**src/rtl/b64sd_pkg.sv**
```systemverilog
`timescale 1ns / 1ps

package b64sd_pkg;

  // Padding character and the masks on the bits that padding drops
  localparam logic [7:0] PadChar      = 8'h3D;
  localparam logic [5:0] DropMaskPos2 = 6'h0F;
  localparam logic [5:0] DropMaskPos3 = 6'h03;
  localparam logic [5:0] SextetPlus   = 6'd62;
  localparam logic [5:0] SextetSlash  = 6'd63;

  // Padding progress within the current text
  typedef enum logic [1:0] {
    PAD_NONE = 2'd0,
    PAD_HALF = 2'd1,
    PAD_DONE = 2'd2
  } pad_e;

  typedef struct packed {
    logic       hit;
    logic [5:0] value;
  } sextet_t;

  // One decoder step result towards the output register
  typedef struct packed {
    logic       emit;
    logic       is_status;
    logic       ok;
    logic [7:0] data;
  } step_res_t;

  // Map one ASCII code onto its 6-bit alphabet value
  function automatic sextet_t sextet_of(input logic [7:0] ch);
    sextet_t s;
    logic [7:0] off;
    s = '0;
    off = '0;
    if (ch >= 8'h41 && ch <= 8'h5A) begin
      off = ch - 8'h41;
      s.hit = 1'b1;
      s.value = off[5:0];
    end else if (ch >= 8'h61 && ch <= 8'h7A) begin
      off = ch - 8'h61 + 8'd26;
      s.hit = 1'b1;
      s.value = off[5:0];
    end else if (ch >= 8'h30 && ch <= 8'h39) begin
      off = ch - 8'h30 + 8'd52;
      s.hit = 1'b1;
      s.value = off[5:0];
    end else if (ch == 8'h2B) begin
      s.hit = 1'b1;
      s.value = SextetPlus;
    end else if (ch == 8'h2F) begin
      s.hit = 1'b1;
      s.value = SextetSlash;
    end
    return s;
  endfunction

endpackage

```
**src/rtl/b64sd_core.sv**
```systemverilog
`timescale 1ns / 1ps

module b64sd_core import b64sd_pkg::*; (
  input  logic       clk_i,
  input  logic       rst_ni,
  input  logic       step_i,
  input  logic [7:0] text_char_i,
  input  logic       end_of_text_i,
  output step_res_t  res_o
);

  logic [1:0] pos_q, pos_d;
  logic [5:0] held_q, held_d;
  pad_e       pad_q, pad_d;
  logic       fail_q, fail_d;
  sextet_t    sx;

  assign sx = sextet_of(text_char_i);

  // Work out the next decoder state and the beat it produces
  always_comb begin
    pos_d  = pos_q;
    held_d = held_q;
    pad_d  = pad_q;
    fail_d = fail_q;
    res_o  = '0;
    if (end_of_text_i) begin
      res_o.emit      = 1'b1;
      res_o.is_status = 1'b1;
      res_o.ok        = !fail_q && (pos_q == 2'd0) && (pad_q != PAD_HALF);
      pos_d  = '0;
      held_d = '0;
      pad_d  = PAD_NONE;
      fail_d = 1'b0;
    end else if (fail_q) begin
      // drop characters once the text has failed
    end else if (pad_q == PAD_DONE) begin
      fail_d = 1'b1;
    end else if (pad_q == PAD_HALF) begin
      if (text_char_i == PadChar) begin
        pad_d = PAD_DONE;
        pos_d = 2'd0;
      end else begin
        fail_d = 1'b1;
      end
    end else if (text_char_i == PadChar && pos_q[1]) begin
      if (pos_q == 2'd2) begin
        if ((held_q & DropMaskPos2) != '0) begin
          fail_d = 1'b1;
        end else begin
          pad_d = PAD_HALF;
          pos_d = 2'd3;
        end
      end else begin
        if ((held_q & DropMaskPos3) != '0) begin
          fail_d = 1'b1;
        end else begin
          pad_d = PAD_DONE;
          pos_d = 2'd0;
        end
      end
    end else if (!sx.hit) begin
      fail_d = 1'b1;
    end else begin
      unique case (pos_q)
        2'd0: begin
          pos_d = 2'd1;
        end
        2'd1: begin
          res_o.emit = 1'b1;
          res_o.data = {held_q, sx.value[5:4]};
          pos_d = 2'd2;
        end
        2'd2: begin
          res_o.emit = 1'b1;
          res_o.data = {held_q[3:0], sx.value[5:2]};
          pos_d = 2'd3;
        end
        default: begin
          res_o.emit = 1'b1;
          res_o.data = {held_q[1:0], sx.value};
          pos_d = 2'd0;
        end
      endcase
      held_d = sx.value;
    end
  end

  // Advance the state only when an item is stepped
  always_ff @(posedge clk_i or negedge rst_ni) begin
    if (!rst_ni) begin
      pos_q  <= '0;
      held_q <= '0;
      pad_q  <= PAD_NONE;
      fail_q <= 1'b0;
    end else if (step_i) begin
      pos_q  <= pos_d;
      held_q <= held_d;
      pad_q  <= pad_d;
      fail_q <= fail_d;
    end
  end

  a_end_clears: assert property (@(posedge clk_i) disable iff (!rst_ni)
    step_i && end_of_text_i |=> pos_q == 2'd0 && !fail_q && pad_q == PAD_NONE)
    else $error("state not cleared after end of text");

  a_half_pos: assert property (@(posedge clk_i) disable iff (!rst_ni)
    pad_q == PAD_HALF |-> pos_q == 2'd3)
    else $error("half padding outside fourth position");

  a_done_pos: assert property (@(posedge clk_i) disable iff (!rst_ni)
    pad_q == PAD_DONE |-> pos_q == 2'd0)
    else $error("closed padding with open quartet");

  a_fail_quiet: assert property (@(posedge clk_i) disable iff (!rst_ni)
    fail_q && !end_of_text_i |-> !res_o.emit)
    else $error("byte emitted after failure");

endmodule

```
**src/rtl/base64_strict_decoder.sv**
```systemverilog
`timescale 1ns / 1ps

// Strict base64 decoder, one character per input beat.
// Input channel: in_valid_i / in_ready_o carry text_char_i, or an end
// marker when end_of_text_i is high (text_char_i is then ignored).
// Output channel: out_valid_o / out_ready_i carry a decoded byte
// (is_status_o low) for the 2nd, 3rd and 4th character of each quartet,
// and one status beat (is_status_o high, decode_ok_o) per end marker.
// After any error no further bytes appear; the consumer drops the bytes
// of a text whose status says reject.
// A beat moves from the input register through the combinational
// decode step into the output register. Throughput: one character per
// cycle while the receiver takes beats, set by both registers and the step.
// Reset clears the quartet position, padding state and error flag, and
// empties both registers. When the receiver stalls, the output register
// holds its beat, the input register fills, and in_ready_o then drops
// until out_ready_i returns.
module base64_strict_decoder import b64sd_pkg::*; (
  input  logic       clk_i,
  input  logic       rst_ni,
  input  logic       in_valid_i,
  output logic       in_ready_o,
  input  logic [7:0] text_char_i,
  input  logic       end_of_text_i,
  output logic       out_valid_o,
  input  logic       out_ready_i,
  output logic [7:0] data_byte_o,
  output logic       is_status_o,
  output logic       decode_ok_o
);

  logic       in_valid_q;
  logic [7:0] char_q;
  logic       end_q;
  logic       out_valid_q, out_valid_d;
  logic [7:0] byte_q;
  logic       status_q;
  logic       ok_q;
  logic       advance;
  logic       step;
  step_res_t  res;

  // Move on when the output register is free or being taken
  assign advance    = !out_valid_q || out_ready_i;
  assign step       = in_valid_q && advance;
  assign in_ready_o = !in_valid_q || advance;

  // Hold the accepted character
  always_ff @(posedge clk_i or negedge rst_ni) begin
    if (!rst_ni) begin
      in_valid_q <= 1'b0;
    end else if (in_ready_o) begin
      in_valid_q <= in_valid_i;
    end
  end

  always_ff @(posedge clk_i) begin
    if (in_ready_o && in_valid_i) begin
      char_q <= text_char_i;
      end_q  <= end_of_text_i;
    end
  end

  b64sd_core u_core (
    .clk_i        (clk_i),
    .rst_ni       (rst_ni),
    .step_i       (step),
    .text_char_i  (char_q),
    .end_of_text_i(end_q),
    .res_o        (res)
  );

  // Load a result beat or drain the taken one
  always_comb begin
    out_valid_d = out_valid_q;
    if (advance) begin
      out_valid_d = step && res.emit;
    end
  end

  always_ff @(posedge clk_i or negedge rst_ni) begin
    if (!rst_ni) begin
      out_valid_q <= 1'b0;
    end else begin
      out_valid_q <= out_valid_d;
    end
  end

  always_ff @(posedge clk_i) begin
    if (step && res.emit) begin
      byte_q   <= res.data;
      status_q <= res.is_status;
      ok_q     <= res.ok;
    end
  end

  assign out_valid_o = out_valid_q;
  assign data_byte_o = byte_q;
  assign is_status_o = status_q;
  assign decode_ok_o = ok_q;

  a_end_reports: assert property (@(posedge clk_i) disable iff (!rst_ni)
    step && end_q |=> out_valid_q && status_q)
    else $error("end marker gave no status beat");

  a_stall_holds: assert property (@(posedge clk_i) disable iff (!rst_ni)
    in_valid_q && !advance |=> in_valid_q && $stable(char_q) && $stable(end_q))
    else $error("held character lost during stall");

  a_out_holds: assert property (@(posedge clk_i) disable iff (!rst_ni)
    out_valid_q && !out_ready_i |=> out_valid_q && $stable(byte_q) &&
      $stable(status_q) && $stable(ok_q))
    else $error("output beat changed while stalled");

endmodule
```
**config.mk**
```make
export PLATFORM = sky130hd
export DESIGN_NAME = base64_strict_decoder
export DESIGN_NICKNAME = d
export VERILOG_FILES = /design/src/rtl/b64sd_pkg.sv /design/src/rtl/b64sd_core.sv /design/src/rtl/base64_strict_decoder.sv
export SDC_FILE = /design/constraint.sdc
export NUM_CORES = 1
export LEC_CHECK = 0
export BUFFER_PORTS_ARGS = -buffer_cell sky130_fd_sc_hd__buf_4
export CORE_MARGIN = 3
export CORE_UTILIZATION = 60
export DETAILED_ROUTE_END_ITERATION = 10
export MAX_ROUTING_LAYER = met4
export PLACE_DENSITY = 0.9
export SYNTH_ARGS = -nofsm -noshare
export SYNTH_HDL_FRONTEND = slang
export SYNTH_HIERARCHICAL = 1
export SYNTH_SLANG_ARGS = --single-unit
```
**constraint.sdc**
```tcl
create_clock -name clk_i -period 6.2 [get_ports clk_i]
set_clock_uncertainty 0.2 [all_clocks]
set_input_delay 1.55 -clock clk_i [delete_from_list [all_inputs] [get_ports clk_i]]
set_output_delay 1.55 -clock clk_i [all_outputs]
set_load 0.01 [all_outputs]
```
# Yosys cells after proc, flatten, opt, wreduce, memory -nomap -nowiden
# Cells that the tools add are included.
[classes] addsub=5 mul=0 n_div=0 order_cmp=6 eq_ne=17 shift=0 n_mux=50 n_bitwise=1 reduce_logical=24
[ops] op="2-to-1 mux 2 bit" n=20
[ops] op="2-to-1 mux 6 bit" n=6
[ops] op="2-to-1 mux 7 bit" n=5
[ops] op="equality test 8 x 6 -> 1 bit (second input constant)" n=3
[ops] op="one-hot mux 8 bit (3 select lines)" n=1
[ops] op="2-to-1 mux 1 bit" n=17
[ops] op=">= comparator 8 x 7 -> 1 bit (second input constant)" n=2
[ops] op="less-or-equal comparator 8 x 7 -> 1 bit (second input constant)" n=2
[ops] op="AND reduction 7 bit" n=2
[ops] op="nonzero test 6 bit" n=2
[ops] op="subtractor 6 bit (second input constant)" n=2
[ops] op="inequality test 5 x 4 -> 1 bit (second input constant)" n=2
[ops] op="logical AND 1 bit" n=9
[ops] op=">= comparator 8 x 6 -> 1 bit (second input constant)" n=1
[ops] op="less-or-equal comparator 8 x 6 -> 1 bit (second input constant)" n=1
[ops] op="inequality test 2 bit (second input constant)" n=4
[ops] op="adder 6 x 5 -> 6 bit (second input constant)" n=1
[ops] op="adder 6 bit (second input constant)" n=1
[ops] op="one-hot mux 2 bit (3 select lines)" n=1
[ops] op="AND reduction 6 bit" n=1
[ops] op="OR reduction 6 bit" n=1
[ops] op="subtractor 6 x 1 -> 6 bit (second input constant)" n=1
[ops] op="equality test 2 x 1 -> 1 bit (second input constant)" n=2
[ops] op="equality test 2 bit (second input constant)" n=2
[ops] op="11 further kinds" n=14
[totals] regBits=32 latchBits=0 ram_bits=0 rom_bits=0 out_inout_bits=12 elab_cells=114 memories=0

# Longest topological paths before layout
[logic_depth] depth_word=13 depth_mapped=11 mapped_depth_nobuf=10

# Cells and area by module
# The synthesis kept the hierarchy.
[by_module_without_submodules] mod="b64sd_core" n_inst=1 cells_each=185 area_per_inst_um2=1472.7
[by_module_without_submodules] mod="base64_strict_decoder" n_inst=1 cells_each=29 area_per_inst_um2=681.9

# Worst setup path after synthesis
# No wires, ideal clock.
[synth_timing] path_type="input port to output port" from="input out_ready_i" to="output in_ready_o" arrival_ps=1703 t_required_ps=4450 path_slack_ps=2747 stages=1 cell_sequence="nand3b_4"
[synth_via] elab_chain_len=2
[synth_rtl] item="from (decl)" line="base64_strict_decoder.sv:26" rtl="input logic out_ready_i,"
[synth_rtl] item="logical OR 1 bit" line="base64_strict_decoder.sv:44" rtl="assign advance = !out_valid_q || out_ready_i;"
[synth_rtl] item="logical OR 1 bit" line="base64_strict_decoder.sv:46" rtl="assign in_ready_o = !in_valid_q || advance;"
[synth_rtl] item="to (decl)" line="base64_strict_decoder.sv:22" rtl="output logic in_ready_o,"
# No other way between the ends.

# Worst setup path in the final report
# Same ends and word-level chain as after synthesis.

==> impl_metrics.toml <==
[clock_network]
clk_latency_ns = 0.34
clock_sinks = 32
cts_max_level = 2
clk_path_buf_depth = 2
holdBufCountCts = 0
cts_resized = 0
cts_tree = "built"
clock-root-buffer = "clkbuf_4"
postCtsSetupBuffers = 0
clk_pin_slew_ns = 0.10
cts_buffers = 5

[place]
gp_congestion = 0.946
place_inst = 274
hpwl_mm = 3.26
port_buffers = 24

[synthesis]
ys_ff_latch = 32
synth-compound-area-share_pct = 22.6
yosys.area_share.simple_pct = 19.6
synth_seq_area_share_pct = 41.6
synth-edff-count = 19
synthCells = 214
synth.mux.area_fraction_pct = 1.51
synth_fa_ha_area_share_pct = 7.55
netlist_area_um2 = 2150
synth_area_leaders = "edfxtp_1 (26%), dfrtp_1 (15%), ha_1 (7.5%)"
yosysWarnings = 6
synth_top_family_by_area = "compound AO/OA/AOI/OAI gates"
synth-main-ff-cell = "edfxtp_1"
yosys.area_share.xor_xnor_pct = 1.22
async_flop_share_pct = 40.6
synth_top_area_share_pct = 26.5
syn_area_per_cell_um2 = 10.1
yosys.area.top_type = "edfxtp_1"
synth_nets = 240
synth.distinct_cells = 62

[die]
start_util_pct = 63.6
die_w_um = 65.9
io-pin-count = 25
die_h_um = 65.9
coreArea_um2 = 3390
dieArea_um2 = 4350
rows = 21

[cells_and_area]
drive_above_1_share_pct = 19.1
multi_input_area_um2 = 1130
mostFrequentLayoutCell = "buf_4"
final.fill_count = 267
final_nets = 261
antenna_cells = 0
regArea_um2 = 896
final_cell_mix = "buf_4 (24), edfxtp_1 (19), inv_1 (15), nand2_1 (14)"
stdcell_count = 282
area_growth_pct = 10.6

[pwr]
clkPwrFrac_pct = 20.5
netSwitchingFraction_pct = 36.9
pwr_density_cell_nw_per_um2 = 269
p_seq_share_pct = 45.3
internal-power_mw = 0.404
irDropWorstVdd_v = 0.000170
power_frac_comb_pct = 34.3
p_sw_mw = 0.236
fin_total_pwr_mw = 0.641
leakage_nw = 0.978

[drt]
first_pass_iters = 5
wl_per_cell_um = 15.4
drt_iter0_markers = 189
routed_wl_mm = 4.35
viasPerCell = 6.41
vias = 1809
drc = 0
detail-route-antenna-nets = 0

[timing]
finalSetupTns_ns = 0
drv_slew = 0
max_freq_mhz = 270
fin_crit_sh_pct = 59.8
hold_violations = 0
tightestPinTransition_ns = 0.817
setup_violations = 0
rsz0062_at_grt = "false"
period_minus_slack_ns = 3.71
slew_headroom_pct = 45.4

[flow_run]
cap_violations = 0

[setup_path]
cp.arrival_ns = 1.96
endpoint_kind = "output port"
cp_max_fo = 3
critPathRequiredTime_ns = 4.45
worst-setup-path-type = "primary input to output port"
cp-start-kind = "primary input"

[global_routing]
antenna_found_initial = 0
grt_overflow = 0
grt_start_max_net_pins = 18
grt_pass1_wl_mm = 7.64
grt_pass1_vias = 1694
grt_use_total_pct = 23.5

[status]
status = "complete, no violations"

[worst_hold_path]
hold_class = "register to register"
logic make-up after synthesis:
group	after synthesis
buf+inv	25
fa+ha+maj	13
mux	3
compound gates	65
flops	32
xor+xnor	3
simple gates	73
per-layer routing:
| metal | GRT usage [%] | part of all wire, % | vias to the layer above |
|---|---|---|---|
| met3 | 5.10 | 7.1 | 14 |
| li1 | - | - | 854 |
| met1 | 28.5 | 41 | 860 |
| met2 | 38.9 | 49 | 81 |
| met5 | - | 0 | - |
| met4 | 7.51 | 2.5 | 0 |
path summary, 6_finish.rpt:
check	start	endpoint	slack [ns]	cells past startpoint
worst max-delay path	out_ready_i	in_ready_o	2.49	3
worst min-delay path	u_core/held_q[4]	u_core/held_q[4]	0.32	1
worst max register to register	char_q[0]	data_byte_o[1]	2.79	10
worst min register to register	u_core/held_q[4]	u_core/held_q[4]	0.32	1
max in group asynchronous	rst_ni	u_core/pos_q[0]	4.80	1
min in group asynchronous	rst_ni	u_core/held_q[5]	0.83	1
state kept, by name (all words and copies together) (netlist names):
name	cells
end_q	1
decode_ok_o	1
in_valid_q	1
data_byte_o	8
u_core/held_q	6
u_core/fail_q	1
char_q	8
u_core/pad_q	2
is_status_o	1
out_valid_o	1
u_core/pos_q	2
cell usage after synthesis, types with 3 or more instances:
cell type and n:
buf_4 3, a21o_1 3, nor2b_1 6, edfxtp_1 19
o2bb2ai_1 6, a21oi_1 10, and3_1 3, dfrtp_1 13
a221oi_1 6, o211ai_1 5, ha_1 13, nor2_1 12
a211oi_1 6, nand3_1 7, nand2_1 14, clkbuf_1 3
nor3_1 5, o21ai_0 7, a31oi_1 4, nand4_1 5
inv_1 15
through the flow:
| stage | setup slack (ns) | utilization (%) | hold WS, ns | cell area [um^2] |
|---|---|---|---|---|
| final | 2.49 | 70.3 | 0.319 | 2380 |
| after global routing | 2.48 | 70.3 | 0.334 | 2380 |
| after CTS | 2.49 | 70.3 | 0.318 | 2380 |
| after detailed placement | 2.49 | 68.5 | 0.296 | 2320 |
| after global placement | 2.49 | 68.5 | 0.283 | 2320 |
| after floorplan | 2.75 | - | 0.257 | 2150 |
power by group through the flow:
stage,sequential (mW),clock (mW),combinational (mW)
finish,0.290,0.131,0.219
global route,0.295,0.145,0.245
CTS,0.289,0.133,0.218
detailed placement,0.293,0,0.216
global placement,0.291,0,0.210
floorplan,0.288,0,0.170
critical path: stages:
cell,delay [ns]
buf_4,0.11
nand3b_4,0.15
buf_4,0.15
layout make-up:
cell class                 instances  area share (%)
multi-input combinational        157            47.5
sequential                        32            37.6
timing repair buffer              24            7.56
tap                               46            2.41
inverter                          15            2.36
clock buffer                       7            2.31
clock inverter                     1           0.315
Power figures use the tool's default switching activity.
